## src/rtl/core/psxhs_pkg.sv

```systemverilog
`timescale 1ns / 1ps
// ----------------------------------------------------------------------------
// psxhs_pkg
// shared types, codes and the command byte table of the pad host sequencer
// ----------------------------------------------------------------------------
package psxhs_pkg;

  localparam int unsigned POLL_BYTES_DEFAULT   = 21;
  localparam int unsigned CONFIG_BYTES_DEFAULT = 9;
  localparam int unsigned POS_W                = 5;

  localparam logic [7:0] BYTE_START     = 8'h01;
  localparam logic [7:0] BYTE_POLL      = 8'h42;
  localparam logic [7:0] BYTE_CONFIG    = 8'h43;
  localparam logic [7:0] BYTE_SET_MODE  = 8'h44;
  localparam logic [7:0] BYTE_MOTOR_MAP = 8'h4D;
  localparam logic [7:0] BYTE_PAD       = 8'h5A;
  localparam logic [7:0] BYTE_ZERO      = 8'h00;
  localparam logic [7:0] BYTE_ONES      = 8'hFF;
  localparam logic [7:0] BYTE_ANALOG    = 8'h01;
  localparam logic [7:0] BYTE_LOCK      = 8'h03;
  localparam logic [7:0] BYTE_MOTOR2_ON = 8'h01;
  localparam logic [7:0] ID_ANALOG      = 8'h73;
  localparam logic [7:0] ID_DIGITAL     = 8'h41;
  localparam logic [7:0] STICK_CENTER   = 8'h80;
  localparam logic [15:0] DIGITAL_MASK  = 16'hFFF9;

  typedef enum logic [1:0] {
    REQ_POLL  = 2'd0,
    REQ_MODE  = 2'd1,
    REQ_MOTOR = 2'd2,
    REQ_RX    = 2'd3
  } req_type_t;

  typedef enum logic [3:0] {
    KIND_IDLE  = 4'b0001,
    KIND_POLL  = 4'b0010,
    KIND_MODE  = 4'b0100,
    KIND_MOTOR = 4'b1000
  } kind_t;

  typedef enum logic [2:0] {
    CMD_POLL  = 3'd0,
    CMD_ENTER = 3'd1,
    CMD_MODE  = 3'd2,
    CMD_MOTOR = 3'd3,
    CMD_EXIT  = 3'd4
  } cmd_t;

  typedef struct packed {
    req_type_t  req_type;
    logic [7:0] rx_byte;
    logic       analog_select;
    logic       lock_select;
    logic       small_motor_on;
    logic [7:0] large_motor_level;
    logic       first_motor_enable;
    logic       second_motor_enable;
  } req_t;

  typedef struct packed {
    logic        tx_valid;
    logic [7:0]  tx_byte;
    logic        frame_end;
    logic        seq_done;
    logic        report_valid;
    logic [7:0]  pad_id;
    logic [15:0] buttons;
    logic [7:0]  left_x;
    logic [7:0]  left_y;
    logic [7:0]  right_x;
    logic [7:0]  right_y;
  } res_t;

  // command byte at a given position of the current frame
  function automatic logic [7:0] frame_byte(input kind_t kind, input logic [1:0] frame,
                                            input logic [POS_W-1:0] pos,
                                            input logic [7:0] op0, input logic [7:0] op1);
    cmd_t       cmd;
    logic [7:0] b;
    if (kind == KIND_POLL) begin
      cmd = CMD_POLL;
    end else if (frame == 2'd0) begin
      cmd = CMD_ENTER;
    end else if (frame == 2'd1) begin
      cmd = (kind == KIND_MODE) ? CMD_MODE : CMD_MOTOR;
    end else begin
      cmd = CMD_EXIT;
    end
    if (pos == POS_W'(0)) begin
      b = BYTE_START;
    end else if (pos == POS_W'(1)) begin
      case (cmd)
        CMD_POLL:  b = BYTE_POLL;
        CMD_MODE:  b = BYTE_SET_MODE;
        CMD_MOTOR: b = BYTE_MOTOR_MAP;
        default:   b = BYTE_CONFIG;
      endcase
    end else if (pos == POS_W'(2)) begin
      b = BYTE_ZERO;
    end else if (pos inside {POS_W'(3), POS_W'(4)}) begin
      if (cmd inside {CMD_POLL, CMD_MODE, CMD_MOTOR}) begin
        b = (pos == POS_W'(3)) ? op0 : op1;
      end else if (cmd == CMD_ENTER) begin
        b = (pos == POS_W'(3)) ? BYTE_START : BYTE_ZERO;
      end else begin
        b = (pos == POS_W'(3)) ? BYTE_ZERO : BYTE_PAD;
      end
    end else if (cmd == CMD_MOTOR) begin
      b = BYTE_ONES;
    end else if (cmd == CMD_EXIT) begin
      b = BYTE_PAD;
    end else begin
      b = BYTE_ZERO;
    end
    return b;
  endfunction

endpackage

```

## src/rtl/core/psx_pad_host_sequencer_top.sv

```systemverilog
`timescale 1ns / 1ps
// ----------------------------------------------------------------------------
// psx_pad_host_sequencer_top
// host side byte sequencer for a game pad exchange
// ----------------------------------------------------------------------------
// Each request is either a sequence start (poll, set mode, motor enable) or a
// byte just received from the pad; each produces exactly one result in the
// next cycle, carrying the next byte to transmit, frame and sequence end
// marks, and at the end of a poll the decoded pad report. Throughput is one
// request per clock: the only stage is the result register, and req_ready is
// high whenever that register is empty or being drained in the same cycle.
// A poll is POLL_BYTES bytes in one frame; set mode and motor enable are
// three frames of CONFIG_BYTES bytes each. Start requests while busy and
// received bytes while idle give an all-zero result. Bytes are in protocol
// order; the serializer sends them LSB first.
module psx_pad_host_sequencer_top #(
  parameter int unsigned POLL_BYTES   = psxhs_pkg::POLL_BYTES_DEFAULT,
  parameter int unsigned CONFIG_BYTES = psxhs_pkg::CONFIG_BYTES_DEFAULT
) (
  input  logic            clk,
  input  logic            rst,
  input  logic            req_valid,
  output logic            req_ready,
  input  psxhs_pkg::req_t req_data,
  output logic            res_valid,
  input  logic            res_ready,
  output psxhs_pkg::res_t res_data
);

  localparam int unsigned PW = psxhs_pkg::POS_W;

  // sequence state
  psxhs_pkg::kind_t kind, kind_next;
  logic [1:0]       frame, frame_next;
  logic [PW-1:0]    pos, pos_next;
  logic [7:0]       op0, op0_next;
  logic [7:0]       op1, op1_next;
  logic [7:0]       cap_id, cap_id_next;
  logic [15:0]      cap_btn, cap_btn_next;
  logic [7:0]       stick [4];
  logic [7:0]       stick_next [4];

  psxhs_pkg::res_t res_next;
  logic            accept;
  logic [PW:0]     pos_inc;
  logic [PW:0]     flen;
  logic [15:0]     btn;

  // result register empties or drains this cycle
  assign req_ready = !res_valid || res_ready;
  assign accept    = req_valid && req_ready;

  assign pos_inc = {1'b0, pos} + (PW+1)'(1);
  assign flen    = (kind == psxhs_pkg::KIND_POLL) ? (PW+1)'(POLL_BYTES)
                                                  : (PW+1)'(CONFIG_BYTES);

  always_comb begin
    kind_next    = kind;
    frame_next   = frame;
    pos_next     = pos;
    op0_next     = op0;
    op1_next     = op1;
    cap_id_next  = cap_id;
    cap_btn_next = cap_btn;
    stick_next   = stick;
    res_next     = '0;
    btn          = '0;

    if (req_data.req_type != psxhs_pkg::REQ_RX) begin
      // start request, taken only when idle
      if (kind == psxhs_pkg::KIND_IDLE) begin
        case (req_data.req_type)
          psxhs_pkg::REQ_POLL: begin
            kind_next = psxhs_pkg::KIND_POLL;
            op0_next  = req_data.small_motor_on ? psxhs_pkg::BYTE_ONES : psxhs_pkg::BYTE_ZERO;
            op1_next  = req_data.large_motor_level;
          end
          psxhs_pkg::REQ_MODE: begin
            kind_next = psxhs_pkg::KIND_MODE;
            op0_next  = req_data.analog_select ? psxhs_pkg::BYTE_ANALOG : psxhs_pkg::BYTE_ZERO;
            op1_next  = req_data.lock_select ? psxhs_pkg::BYTE_LOCK : psxhs_pkg::BYTE_ZERO;
          end
          default: begin
            kind_next = psxhs_pkg::KIND_MOTOR;
            op0_next  = req_data.first_motor_enable ? psxhs_pkg::BYTE_ZERO
                                                    : psxhs_pkg::BYTE_ONES;
            op1_next  = req_data.second_motor_enable ? psxhs_pkg::BYTE_MOTOR2_ON
                                                     : psxhs_pkg::BYTE_ONES;
          end
        endcase
        frame_next       = 2'd0;
        pos_next         = '0;
        res_next.tx_valid = 1'b1;
        res_next.tx_byte  = psxhs_pkg::BYTE_START;
      end
    end else if (kind != psxhs_pkg::KIND_IDLE) begin
      // capture the pad report while polling
      if (kind == psxhs_pkg::KIND_POLL) begin
        case (pos)
          PW'(1): cap_id_next = req_data.rx_byte;
          PW'(3): cap_btn_next[7:0] = req_data.rx_byte;
          PW'(4): cap_btn_next[15:8] = req_data.rx_byte;
          PW'(5): stick_next[0] = req_data.rx_byte;
          PW'(6): stick_next[1] = req_data.rx_byte;
          PW'(7): stick_next[2] = req_data.rx_byte;
          PW'(8): stick_next[3] = req_data.rx_byte;
          default: ;
        endcase
      end

      if (pos_inc < flen) begin
        // more bytes in this frame
        pos_next          = pos_inc[PW-1:0];
        res_next.tx_valid = 1'b1;
        res_next.tx_byte  = psxhs_pkg::frame_byte(kind, frame, pos_inc[PW-1:0], op0, op1);
      end else begin
        res_next.frame_end = 1'b1;
        if (kind != psxhs_pkg::KIND_POLL && frame < 2'd2) begin
          // next frame of a config sequence
          frame_next        = frame + 2'd1;
          pos_next          = '0;
          res_next.tx_valid = 1'b1;
          res_next.tx_byte  = psxhs_pkg::BYTE_START;
        end else begin
          res_next.seq_done = 1'b1;
          if (kind == psxhs_pkg::KIND_POLL) begin
            // decode from the values including this byte
            btn             = ~cap_btn_next;
            res_next.pad_id = cap_id_next;
            if (cap_id_next == psxhs_pkg::ID_ANALOG) begin
              res_next.report_valid = 1'b1;
              res_next.buttons      = btn;
              res_next.left_x       = stick_next[2];
              res_next.left_y       = stick_next[3];
              res_next.right_x      = stick_next[0];
              res_next.right_y      = stick_next[1];
            end else if (cap_id_next == psxhs_pkg::ID_DIGITAL) begin
              res_next.report_valid = 1'b1;
              res_next.buttons      = btn & psxhs_pkg::DIGITAL_MASK;
              res_next.left_x       = psxhs_pkg::STICK_CENTER;
              res_next.left_y       = psxhs_pkg::STICK_CENTER;
              res_next.right_x      = psxhs_pkg::STICK_CENTER;
              res_next.right_y      = psxhs_pkg::STICK_CENTER;
            end
          end
          kind_next  = psxhs_pkg::KIND_IDLE;
          frame_next = 2'd0;
          pos_next   = '0;
        end
      end
    end
  end

  // control state
  always_ff @(posedge clk) begin
    if (rst) begin
      kind      <= psxhs_pkg::KIND_IDLE;
      frame     <= 2'd0;
      pos       <= '0;
      op0       <= '0;
      op1       <= '0;
      cap_id    <= '0;
      cap_btn   <= '1;
      res_valid <= 1'b0;
    end else begin
      if (accept) begin
        kind    <= kind_next;
        frame   <= frame_next;
        pos     <= pos_next;
        op0     <= op0_next;
        op1     <= op1_next;
        cap_id  <= cap_id_next;
        cap_btn <= cap_btn_next;
      end
      if (accept) begin
        res_valid <= 1'b1;
      end else if (res_ready) begin
        res_valid <= 1'b0;
      end
    end
  end

  // payload: stick store and result register
  always_ff @(posedge clk) begin
    if (accept) begin
      stick    <= stick_next;
      res_data <= res_next;
    end
  end

  // a report only comes with the end of a sequence
  a_report_done: assert property (@(posedge clk) disable iff (rst)
    res_valid && res_data.report_valid |-> res_data.seq_done)
    else $error("report without sequence end");

  // a sequence end is always a frame end
  a_done_frame: assert property (@(posedge clk) disable iff (rst)
    res_valid && res_data.seq_done |-> res_data.frame_end)
    else $error("sequence end without frame end");

  // finishing a sequence leaves the block idle
  a_done_idle: assert property (@(posedge clk) disable iff (rst)
    accept && res_next.seq_done |=> kind == psxhs_pkg::KIND_IDLE)
    else $error("not idle after sequence end");

  // byte position stays inside the frame
  a_pos_range: assert property (@(posedge clk) disable iff (rst)
    kind != psxhs_pkg::KIND_IDLE |-> pos_inc <= flen)
    else $error("byte position past frame end");

  // config sequences have three frames only
  a_frame_range: assert property (@(posedge clk) disable iff (rst)
    frame != 2'd3)
    else $error("frame number out of range");

endmodule
```

## config.mk

```make
export PLATFORM = sky130hd
export DESIGN_NAME = psx_pad_host_sequencer_top
export DESIGN_NICKNAME = d
export VERILOG_FILES = /design/src/rtl/core/psxhs_pkg.sv /design/src/rtl/core/psx_pad_host_sequencer_top.sv
export SDC_FILE = /design/constraint.sdc
export NUM_CORES = 1
export LEC_CHECK = 0
export BUFFER_PORTS_ARGS = -buffer_cell sky130_fd_sc_hd__buf_4
export CORE_MARGIN = 10
export CORE_UTILIZATION = 40
export DETAILED_ROUTE_END_ITERATION = 7
export GPL_TIMING_DRIVEN = 1
export PLACE_DENSITY = 0.63
export SYNTH_ARGS = -nofsm -noshare
export SYNTH_HDL_FRONTEND = slang
export SYNTH_SLANG_ARGS = --single-unit
export TNS_END_PERCENT = 1
```

## constraint.sdc

```tcl
create_clock -name clk -period 10.05 [get_ports clk]
set_input_delay 2.01 -clock clk [delete_from_list [all_inputs] [get_ports clk]]
set_output_delay 2.01 -clock clk [all_outputs]
set_load 0.005 [all_outputs]
```

==> results.sh, run 1 <==
export IMPL_use_met2=0.2272
export IMPL_num_rows=48
export IMPL_overflow=0
export IMPL_internal_power_mw=1.024
export IMPL_ys_top_cells_by_area="edfxtp_1, dfxtp_1, mux2_2"
export IMPL_yosysUniqueCellTypes=71
export IMPL_root_buffer="clkbuf_16"
export IMPL_endpoint_kind="output pin"
export IMPL_gp_congestion=0.8432
export IMPL_pre_cts_slack_ns=5.418
export IMPL_cts_repair_resized=0
export IMPL_tightest_slew_ns=1.245
export IMPL_drive_gt1_frac=0.2775
export IMPL_drc=0
export IMPL_r2r_end="res_data[44]"
export IMPL_final_cell_mix="edfxtp_1, buf_4, nor2b_1"
export IMPL_p_sw_frac=0.2346
export IMPL_clock_power_share=0.424
export IMPL_gr_usage_met3=0.03387
export IMPL_clock_sinks=146
export IMPL_syn_to_final_growth_pct=19.64
export IMPL_critPathKind="in -> out"
export IMPL_combPwrFrac=0.074
export IMPL_p_sw_uw=313.8
export IMPL_power_density_nw_per_um2=159.7
export IMPL_slew_headroom=0.1688
export IMPL_synth_avg_cell_area_um2=11.61
export IMPL_design_area_um2=8376
export IMPL_setup_tns_ns=0
export IMPL_htreeDepth=4
export IMPL_seqPwrFrac=0.502
export IMPL_post_route_min_period_ns=4.632
export IMPL_grt_busiest_layer="met2"
export IMPL_synth_async_reset_ratio=0
export IMPL_grt_pass1_wl_um=26830
export IMPL_core_area_um2=17240
export IMPL_synth_top_area_cell="edfxtp_1"
export IMPL_dpl_hpwl_um=11430
export IMPL_grt_pass1_vias=5062
export IMPL_antenna_found_initial=0
export IMPL_cp_data_required_time_ns=8.04
export IMPL_synth_seq_area_share=0.5605
export IMPL_via_per_inst=5.466
export IMPL_postCtsSetupBuffers=0
export IMPL_clock_latency_ns=0.43
export IMPL_ios=97
export IMPL_yosys_warnings=0
export IMPL_rsz0062_at_grt="false"
export IMPL_wl_per_cell_um=18.01
export IMPL_status="finished clean"
export IMPL_routed_wl_um=16640
export IMPL_synthCells=603
export IMPL_hp_class="reg -> reg"
export IMPL_timing_final_max_slew_violations=0
export IMPL_cts_buffers=17
export IMPL_start_util=0.4061
export IMPL_worst_slack_ns=5.418
export IMPL_cts_buffer_depth=2
export IMPL_dpl_cell_area_um2=7845
export IMPL_ir_drop_uv=120.7
export IMPL_final_util=0.4859
export IMPL_die_y_um=152.3
export IMPL_r2r_cells=8
export IMPL_layout_commonest_cell="edfxtp_1"
export IMPL_endpoint="req_ready"
export IMPL_hold_violations=0
export IMPL_dieArea_um2=23190
export IMPL_synth_top_cell_area_share=0.4290
export IMPL_syn_area_um2=7000
export IMPL_crit_arrival_ns=2.62
export IMPL_synth_nets=642
export IMPL_met1_usage=0.1804
export IMPL_synth_main_ff_cell="edfxtp_1"
export IMPL_track_usage=0.1408
export IMPL_r2r_start="pos[1]"
export IMPL_min_period_over_period=0.4609
export IMPL_drt_first_pass_iters=5
export IMPL_io_buffers=96
export IMPL_critPathMaxFanout=7
export IMPL_clkTransAtPathRegs_ns=0.06
export IMPL_synth_seq_cells=146
export IMPL_cp_start_kind="input port"
export IMPL_drv_cap=0
export IMPL_min_path_cells=2
export IMPL_cp_startpoint="res_ready"
export IMPL_vias=5051
export IMPL_n_antenna_cell=0
export IMPL_r2r_slack_ns=6.40
export IMPL_fin_skew_ns=0.01507
export IMPL_synth_edf_count=100
export IMPL_fmax_mhz=215.9
export IMPL_grt_max_degree=69
export IMPL_finalNetCount=725
export IMPL_setup_viol=0
export IMPL_cts_hold_buf=0
export IMPL_cts_tree="built"
export IMPL_p_leak_nw=3.156
export IMPL_drt_initial_drc_count=335
export IMPL_die_x_um=152.3
export IMPL_antenna_left=0
[layout make-up]
cell class,instances,area (µm²)
timing repair buffer,98,735.7
multi-input combinational,395,2798
fill,1515,8861
clock inverter,12,83.83
sequential,146,3924
tap,225,281.5
clock buffer,20,446.7
inverter,28,106.4
[registers in the layout (all words and copies together), names as in the netlist]
name	flops
cap_btn	16
stick	32
op1	8
kind	4
res_valid	1
cap_id	8
frame	2
pos	5
res_data	68
op0	2
[power by group through the flow]
stage	clock network [mW]	registers (mW)	logic, mW
2_1_floorplan	0	0.684	0.0503
3_3_place_gp	0	0.684	0.0965
3_5_place_dp	0	0.685	0.0997
4_1_cts	0.577	0.672	0.0998
5_1_grt	0.602	0.674	0.109
6_report	0.567	0.672	0.0988
[synthesized netlist by cell type (3+ instances only)]
cell type and count:
mux2_2 37, and3_1 10, or3_1 3, buf_2 8, o21ai_0 16, nand3b_1 4, a21oi_1 35, nor2b_1 52
mux2i_1 12, a221oi_1 8, or4b_2 3, a31oi_1 4, inv_1 26, a211oi_1 13, ha_1 12, clkbuf_1 20
nand4_1 4, a211o_2 5, edfxtp_1 100, nand2_1 38, and2_1 3, a2111oi_0 3, dfxtp_1 46, a211o_1 11
nor3_1 6, nor2_1 36, or2_2 3, nand3_1 20, nand2b_1 4
[layer usage]
layer	vias to the layer above	wire [µm]
met2	161	7926
met3	21	802
met4	0	243
met5	-	0
met1	2458	7667
li1	2411	-
[worst max-delay path, stage by stage]
cell,delay (ns)
buf_4,0.10
nand2b_1,0.29
buf_4,0.22
[logic make-up (layout without fill, tap and decap cells)]
group	Yosys count	count (layout)	synth area share
xor gates and xnor gates	3	3	0.003754
AOI/OAI and AO/OA	123	123	0.1233
DFF	146	146	0.5605
adders and majority gates	12	12	0.02145
muxes	50	50	0.07864
and+or+nand+nor	207	207	0.1725
buffers and inverters	62	158	0.03985
[worst min path at each step]
| stage | endpoint | start |
|---|---|---|
| 2_1_floorplan | op1[2] | op1[2] |
| 6_report | op1[5] | op1[5] |
| 3_3_place_gp | frame[0] | frame[0] |
| 4_1_cts | op1[5] | op1[5] |
| 5_1_grt | op1[2] | op1[2] |
| 3_5_place_dp | op1[5] | op1[5] |
[stage by stage]
stage,hold WS [ns],total power [mW],cells
after floorplan,0.4459,0.7344,603
after global placement,0.4638,0.7809,892
after detailed placement,0.4695,0.7845,892
after CTS,0.4778,1.349,924
after global routing,0.4966,1.385,924
final,0.4732,1.338,924
No activity file was read; power rests on OpenSTA's default activity.
==> run 2: changes to the inputs <==
--- a/config.mk
+++ b/config.mk
@@ -5,12 +5,13 @@
 export SDC_FILE = /design/constraint.sdc
 export NUM_CORES = 1
 export LEC_CHECK = 0
+export ABC_AREA = 1
 export BUFFER_PORTS_ARGS = -buffer_cell sky130_fd_sc_hd__buf_4
 export CORE_MARGIN = 10
 export CORE_UTILIZATION = 40
 export DETAILED_ROUTE_END_ITERATION = 7
 export GPL_TIMING_DRIVEN = 1
-export PLACE_DENSITY = 0.63
+export PLACE_DENSITY = 0.65
 export SYNTH_ARGS = -nofsm -noshare
 export SYNTH_HDL_FRONTEND = slang
 export SYNTH_SLANG_ARGS = --single-unit
==> constraint.sdc (replaced) <==
create_clock -name clk -period 4 [get_ports clk]
set_input_delay 0.8 -clock clk [delete_from_list [all_inputs] [get_ports clk]]
set_output_delay 0.8 -clock clk [all_outputs]
set_load 0.005 [all_outputs]
==> run 2 against run 1 <==
Compared with the run above: utilization grew 0.88 points; sequential power grew to 2.5 times the previous value; global-route usage grew 0.14 points; clock skew down 0.0044 ns; wire length is 5.2% lower; via count rose by 2.9%; first-iteration DRC count fell by 11%; cell count grew 19%; total power rose to 2.5 times the previous value; die area decreased by 2.7%; sequential share of layout area is 0.98 points higher; critical path type is now reg -> reg.
==> results.sh, run 2 <==
export IMPL_critPathMaxFanout=26
export IMPL_fmax_mhz=301.2
export IMPL_critPathKind="reg -> reg"
export IMPL_synth_seq_area_share=0.5783
export IMPL_finalPower_mw=3.400
export IMPL_setup_tns_ns=0
export IMPL_synthCells=771
export IMPL_drive_gt1_frac=0.1722
export IMPL_final_cell_mix="nand2_1, inv_1, edfxtp_1"
export IMPL_grt_pass1_wl_um=25500
export IMPL_post_route_min_period_ns=3.320
export IMPL_ios=97
export IMPL_holdWs_ns=0.4559
export IMPL_overflow=0
export IMPL_syn_area_um2=6785
export IMPL_yosysMostFrequentCell="nand2_1"
export IMPL_drv_cap=0
export IMPL_core_area_um2=16580
export IMPL_cts_hold_buf=0
export IMPL_synth_top_area_cell="edfxtp_1"
export IMPL_num_rows=47
export IMPL_status="finished clean"
export IMPL_start_util=0.4092
export IMPL_power_density_nw_per_um2=414.4
export IMPL_cp_data_required_time_ns=4.28
export IMPL_hp_class="reg -> reg"
export IMPL_grt_pass1_vias=4939
export IMPL_layout_commonest_cell="nand2_1"
export IMPL_htreeDepth=4
export IMPL_vias=5196
export IMPL_clock_latency_ns=0.43
export IMPL_clkTransAtPathRegs_ns=0.06
export IMPL_cts_tree="built"
export IMPL_timing_final_max_slew_violations=0
export IMPL_track_usage=0.1422
export IMPL_finalNetCount=903
export IMPL_r2r_cells=14
export IMPL_min_path_cells=2
export IMPL_io_buffers=96
export IMPL_dieArea_um2=22570
export IMPL_dpl_hpwl_um=10940
export IMPL_yosys_warnings=0
export IMPL_synth_commonest_cells="nand2_1, inv_1, edfxtp_1, nor2_1, o21ai_0"
export IMPL_ys_top_cells_by_area="edfxtp_1, dfxtp_1, nand2_1"
export IMPL_cts_buffers=17
export IMPL_dpl_cell_area_um2=7685
export IMPL_fin_skew_ns=0.01066
export IMPL_syn_to_final_growth_pct=20.91
export IMPL_antenna_found_initial=0
export IMPL_drt_initial_drc_count=297
export IMPL_die_x_um=150.2
export IMPL_synth_edf_count=100
export IMPL_drc=0
export IMPL_rsz0062_at_grt="false"
export IMPL_yosysUniqueCellTypes=30
export IMPL_layoutNonFillerInstCount=1097
export IMPL_wl_per_cell_um=14.38
export IMPL_tightest_slew_ns=1.015
export IMPL_synth_main_ff_cell="edfxtp_1"
export IMPL_synth_avg_cell_area_um2=8.801
export IMPL_largest_reg_flops=68
export IMPL_n_antenna_cell=0
export IMPL_slew_headroom=0.3223
export IMPL_largestRegisters="res_data x68, stick x32, cap_btn x16"
export IMPL_routed_wl_um=15780
export IMPL_setup_viol=0
export IMPL_synth_top_cell_area_share=0.4426
export IMPL_p_leak_nw=3.800
export IMPL_ir_drop_uv=299.3
export IMPL_hold_violations=0
export IMPL_design_area_um2=8204
export IMPL_drt_first_pass_iters=5
export IMPL_via_per_inst=4.737
export IMPL_die_y_um=150.2
export IMPL_cp_start_kind="flop"
export IMPL_postCtsSetupBuffers=0
export IMPL_top_register="res_data"
export IMPL_endpoint_kind="flop"
export IMPL_cts_buffer_depth=2
export IMPL_grt_max_degree=69
export IMPL_antenna_left=0
export IMPL_crit_arrival_ns=3.60
export IMPL_cts_repair_resized=0
export IMPL_synth_nets=810
export IMPL_gp_congestion=0.8653
export IMPL_min_period_over_period=0.8300
export IMPL_synth_seq_cells=146
export IMPL_root_buffer="clkbuf_16"
export IMPL_dp_cells=1065
export IMPL_synth_async_reset_ratio=0
export IMPL_clock_sinks=146
-- run 2: changes by cell type in the layout (fill, tap and decap cells not counted), moves of 11 or more --
| cell | previous run | this run |
|---|---|---|
| a211o_1 | 11 | 0 |
| a21oi_1 | 35 | 53 |
| nand3_1 | 20 | 33 |
| o21ai_0 | 16 | 64 |
| nand2_1 | 38 | 192 |
| nor2_2 | 1 | 13 |
| mux2_2 | 37 | 1 |
| nor2_1 | 36 | 67 |
| mux2i_1 | 12 | 0 |
| inv_1 | 25 | 124 |
| nor2b_1 | 52 | 0 |
| a211oi_1 | 13 | 0 |
-- run 2: routing by layer --
layer / GRT usage / share of wire / vias up
met4: 0.05394 / 0.015 / 0
met2: 0.2219 / 0.46 / 138
met3: 0.03361 / 0.058 / 16
li1: - / - / 2693
met5: 0 / 0 / -
met1: 0.1878 / 0.46 / 2349
-- run 2: cell type report --
type | count | area, µm²
fillers | 1624 | 8379
flip-flops and latches | 146 | 3924
repair buffers | 99 | 768.2
well taps | 220 | 275.3
clock inverters | 9 | 61.31
multi-input cells | 472 | 2237
clock buffers | 23 | 457.9
inverters | 128 | 480.5
-- run 2: worst max-delay path, cell delays in order (launching register included) --
cell	delay, ns
dfxtp_1	0.33
inv_2	0.06
nand2_1	0.05
nor2_2	0.41
inv_1	0.24
ha_1	0.34
a21oi_1	0.07
o21bai_1	0.12
nand2_1	0.06
nand2_1	0.10
nand2_1	0.10
nor2_2	0.22
nand3_2	0.54
buf_12	0.39
a21oi_1	0.13
-- run 2: final timing paths --
check / startpoint / endpoint / slack, ns
setup / recovery: kind[2] / res_data[15] / 0.68
setup reg to reg: kind[2] / res_data[15] / 0.68
hold / removal: cap_btn[2] / cap_btn[2] / 0.46
hold reg to reg: cap_btn[2] / cap_btn[2] / 0.46
-- run 2: cells by family after synthesis --
family | synth area share
AOI/OAI and AO/OA | 0.1082
xor gates and xnor gates | 0.002582
adders and majority gates | 0.02213
buffers and inverters | 0.09201
DFF | 0.5783
muxes | 0.001659
and+or+nand+nor | 0.1951
-- run 2: where the power goes --
part	switching [mW]	internal, mW
sequential	0.0268	1.68
combinational	0.176	0.112
clock	0.601	0.807
total	0.804	2.60
-- run 2: per-stage QoR --
stage | utilization | setup slack [ns]
2_1_floorplan | - | 0.5898
3_3_place_gp | 0.4634 | 0.8275
3_5_place_dp | 0.4634 | 0.7204
4_1_cts | 0.4947 | 0.6975
5_1_grt | 0.4947 | 0.3224
6_report | 0.4947 | 0.6799
==> run 3: changes to the inputs <==
--- a/config.mk
+++ b/config.mk
@@ -11,7 +11,7 @@
 export CORE_UTILIZATION = 40
 export DETAILED_ROUTE_END_ITERATION = 7
 export GPL_TIMING_DRIVEN = 1
-export PLACE_DENSITY = 0.65
+export PLACE_DENSITY = 0.63
 export SYNTH_ARGS = -nofsm -noshare
 export SYNTH_HDL_FRONTEND = slang
 export SYNTH_SLANG_ARGS = --single-unit
==> constraint.sdc (replaced) <==
create_clock -name clk -period 3.3 [get_ports clk]
set_input_delay 0.66 -clock clk [delete_from_list [all_inputs] [get_ports clk]]
set_output_delay 0.66 -clock clk [all_outputs]
set_load 0.005 [all_outputs]
==> run 3 against run 2 <==
Compared with the run above: utilization up 0.47 points; register-to-register slack got worse by 0.22 ns; critical path type unchanged; non-clock buffer count up 5; total power up 26%; sequential cell count did not move; wire length is 1.6% higher; first-iteration DRC count rose by 31%; sequential power rose by 21%; highest routed layer unchanged; fmax increased by 17%; count of clock-buffer cells in the layout shrank 3; critical path depth down 2; cell area is 0.95% higher.
==> results.sh, run 3 (synthesized netlist as in run 2, its figures left out) <==
export IMPL_drt_initial_drc_count=390
export IMPL_drt_first_pass_iters=5
export IMPL_ir_drop_uv=355.6
export IMPL_die_x_um=150.2
export IMPL_hp_class="reg -> reg"
export IMPL_p_leak_nw=3.842
export IMPL_nFillCells=1579
export IMPL_status="finished clean"
export IMPL_cts_hold_buf=0
export IMPL_gp_congestion=0.8774
export IMPL_timing_final_max_slew_violations=0
export IMPL_cpMostUsedCell="nand2_1"
export IMPL_htreeDepth=4
export IMPL_io_buffers=96
export IMPL_clock_power_share=0.436
export IMPL_final_cell_mix="nand2_1, inv_1, buf_4"
export IMPL_seqPwrFrac=0.482
export IMPL_r2r_slack_ns=0.46
export IMPL_antenna_left=0
export IMPL_seq_area_um2=3924
export IMPL_cp_data_required_time_ns=3.56
export IMPL_cts_tree="built"
export IMPL_r2r_start="pos[1]"
export IMPL_cp_start_kind="flop"
export IMPL_clock_sinks=146
export IMPL_vias=5191
export IMPL_endpoint_kind="flop"
export IMPL_slowest_delay_ns=0.44
export IMPL_crit_arrival_ns=3.10
export IMPL_die_y_um=150.2
export IMPL_combPwrFrac=0.083
export IMPL_internal_power_mw=3.284
export IMPL_cp_startpoint="pos[1]"
export IMPL_min_period_over_period=0.8608
export IMPL_fmax_mhz=352.0
export IMPL_ios=97
export IMPL_layout_commonest_cell="nand2_1"
export IMPL_crit_path_cell_trace="ha_1 > nand3_1 > nand2_1 > nand2_1 > ha_1 > nand2_1 > nand2_1 > nand2_1 > nor2_2 > nand3_2 > buf_12 > a21oi_1"
export IMPL_top_register="res_data"
export IMPL_critPathMaxFanout=37
export IMPL_root_buffer="clkbuf_16"
export IMPL_hold_violations=0
export IMPL_cts_buffers=17
export IMPL_start_util=0.4092
export IMPL_largest_reg_flops=68
export IMPL_core_area_um2=16580
export IMPL_pre_cts_slack_ns=0.5104
export IMPL_worst_slack_ns=0.4594
export IMPL_cts_buffer_depth=2
export IMPL_p_sw_uw=998.4
export IMPL_track_usage=0.1421
export IMPL_syn_to_final_growth_pct=22.05
export IMPL_dpl_hpwl_um=11240
export IMPL_dieArea_um2=22570
export IMPL_overflow=0
export IMPL_setup_viol=0
export IMPL_postCtsSetupBuffers=0
export IMPL_drc=0
export IMPL_multi_input_area_um2=2237
export IMPL_rsz0062_at_grt="false"
export IMPL_clock_latency_ns=0.42
export IMPL_drv_cap=0
export IMPL_fin_skew_ns=0.008204
export IMPL_routed_wl_um=16020
export IMPL_endpoint="res_data[45]"
export IMPL_wl_per_cell_um=14.54
export IMPL_cp_slowest_cell="dfxtp_1"
export IMPL_tightest_slew_ns=0.7044
export IMPL_antenna_found_initial=0
export IMPL_r2r_end="res_data[45]"
export IMPL_post_route_min_period_ns=2.841
export IMPL_largestRegisters="res_data x68, stick x32, cap_btn x16"
export IMPL_num_rows=47
export IMPL_finalNetCount=908
export IMPL_via_per_inst=4.711
export IMPL_n_antenna_cell=0
export IMPL_p_sw_frac=0.2331
export IMPL_grt_max_degree=40
export IMPL_grt_pass1_vias=4932
export IMPL_clkTransAtPathRegs_ns=0.06
export IMPL_cts_repair_resized=0
export IMPL_slew_headroom=0.5299
export IMPL_setup_tns_ns=0
export IMPL_r2r_cells=12
export IMPL_grt_pass1_wl_um=25410
export IMPL_critPathKind="reg -> reg"
export IMPL_power_density_nw_per_um2=517.1
export IMPL_drive_gt1_frac=0.1791
[run 3: changes by cell type in the layout (fill, tap and decap cells not counted), sizes merged]
cell,change
inv,-1
clkinv,+1
buf,+5
clkinvlp,+1
clkbuf,-3
bufinv,+2
[run 3: routing by layer]
metal / global-route usage / up-vias / wire length, µm
li1: - / 2695 / -
met1: 0.1827 / 2340 / 7423
met2: 0.2267 / 145 / 7472
met3: 0.03932 / 11 / 958
met4: 0.04713 / 0 / 167
met5: 0 / - / 0
[run 3: critical path: cells and delay by family, from the launching register on]
family / cells / cell delay [ns]
fa+ha+maj: 2 / 0.61
flops: 1 / 0.44
compound gates: 1 / 0.15
buf+inv: 1 / 0.30
simple gates: 8 / 1.16
[run 3: per-stage QoR]
stage          utilization  total power [mW]  hold slack [ns]  area [µm²]  cells
6_report            0.4994             4.283           0.4587        8282   1102
5_1_grt             0.4994             4.453           0.4796        8282   1102
4_1_cts             0.4994             4.319           0.4588        8282   1102
3_5_place_dp        0.4649             2.458           0.4441        7710   1070
3_3_place_gp        0.4649             2.455           0.4375        7710   1070
2_1_floorplan            -             2.291           0.4292        6785    771
[run 3: how the worst min path moves through the flow]
stage,start,endpoint,slack [ns],cells after the start
final,cap_btn[3],cap_btn[3],0.46,2
after global routing,cap_btn[3],cap_btn[3],0.48,2
after CTS,cap_btn[15],cap_btn[15],0.46,2
after detailed placement,cap_btn[15],cap_btn[15],0.44,2
after global placement,cap_btn[14],cap_btn[14],0.44,2
after floorplan,cap_btn[0],cap_btn[0],0.43,2
[run 3: power groups by stage]
stage,Clock (mW),Sequential (mW),Combinational (mW)
final,1.87,2.06,0.353
after global routing,1.98,2.07,0.399
after CTS,1.90,2.06,0.358
after detailed placement,0,2.10,0.356
after global placement,0,2.10,0.354
after floorplan,0,2.10,0.188
[run 3: cell type report]
cell class,count,area share
sequential,146,0.4738
multi-input combinational,472,0.2701
timing repair buffer,104,0.09578
inverter,128,0.05801
clock buffer,20,0.05273
tap,220,0.03324
clock inverter,12,0.01632
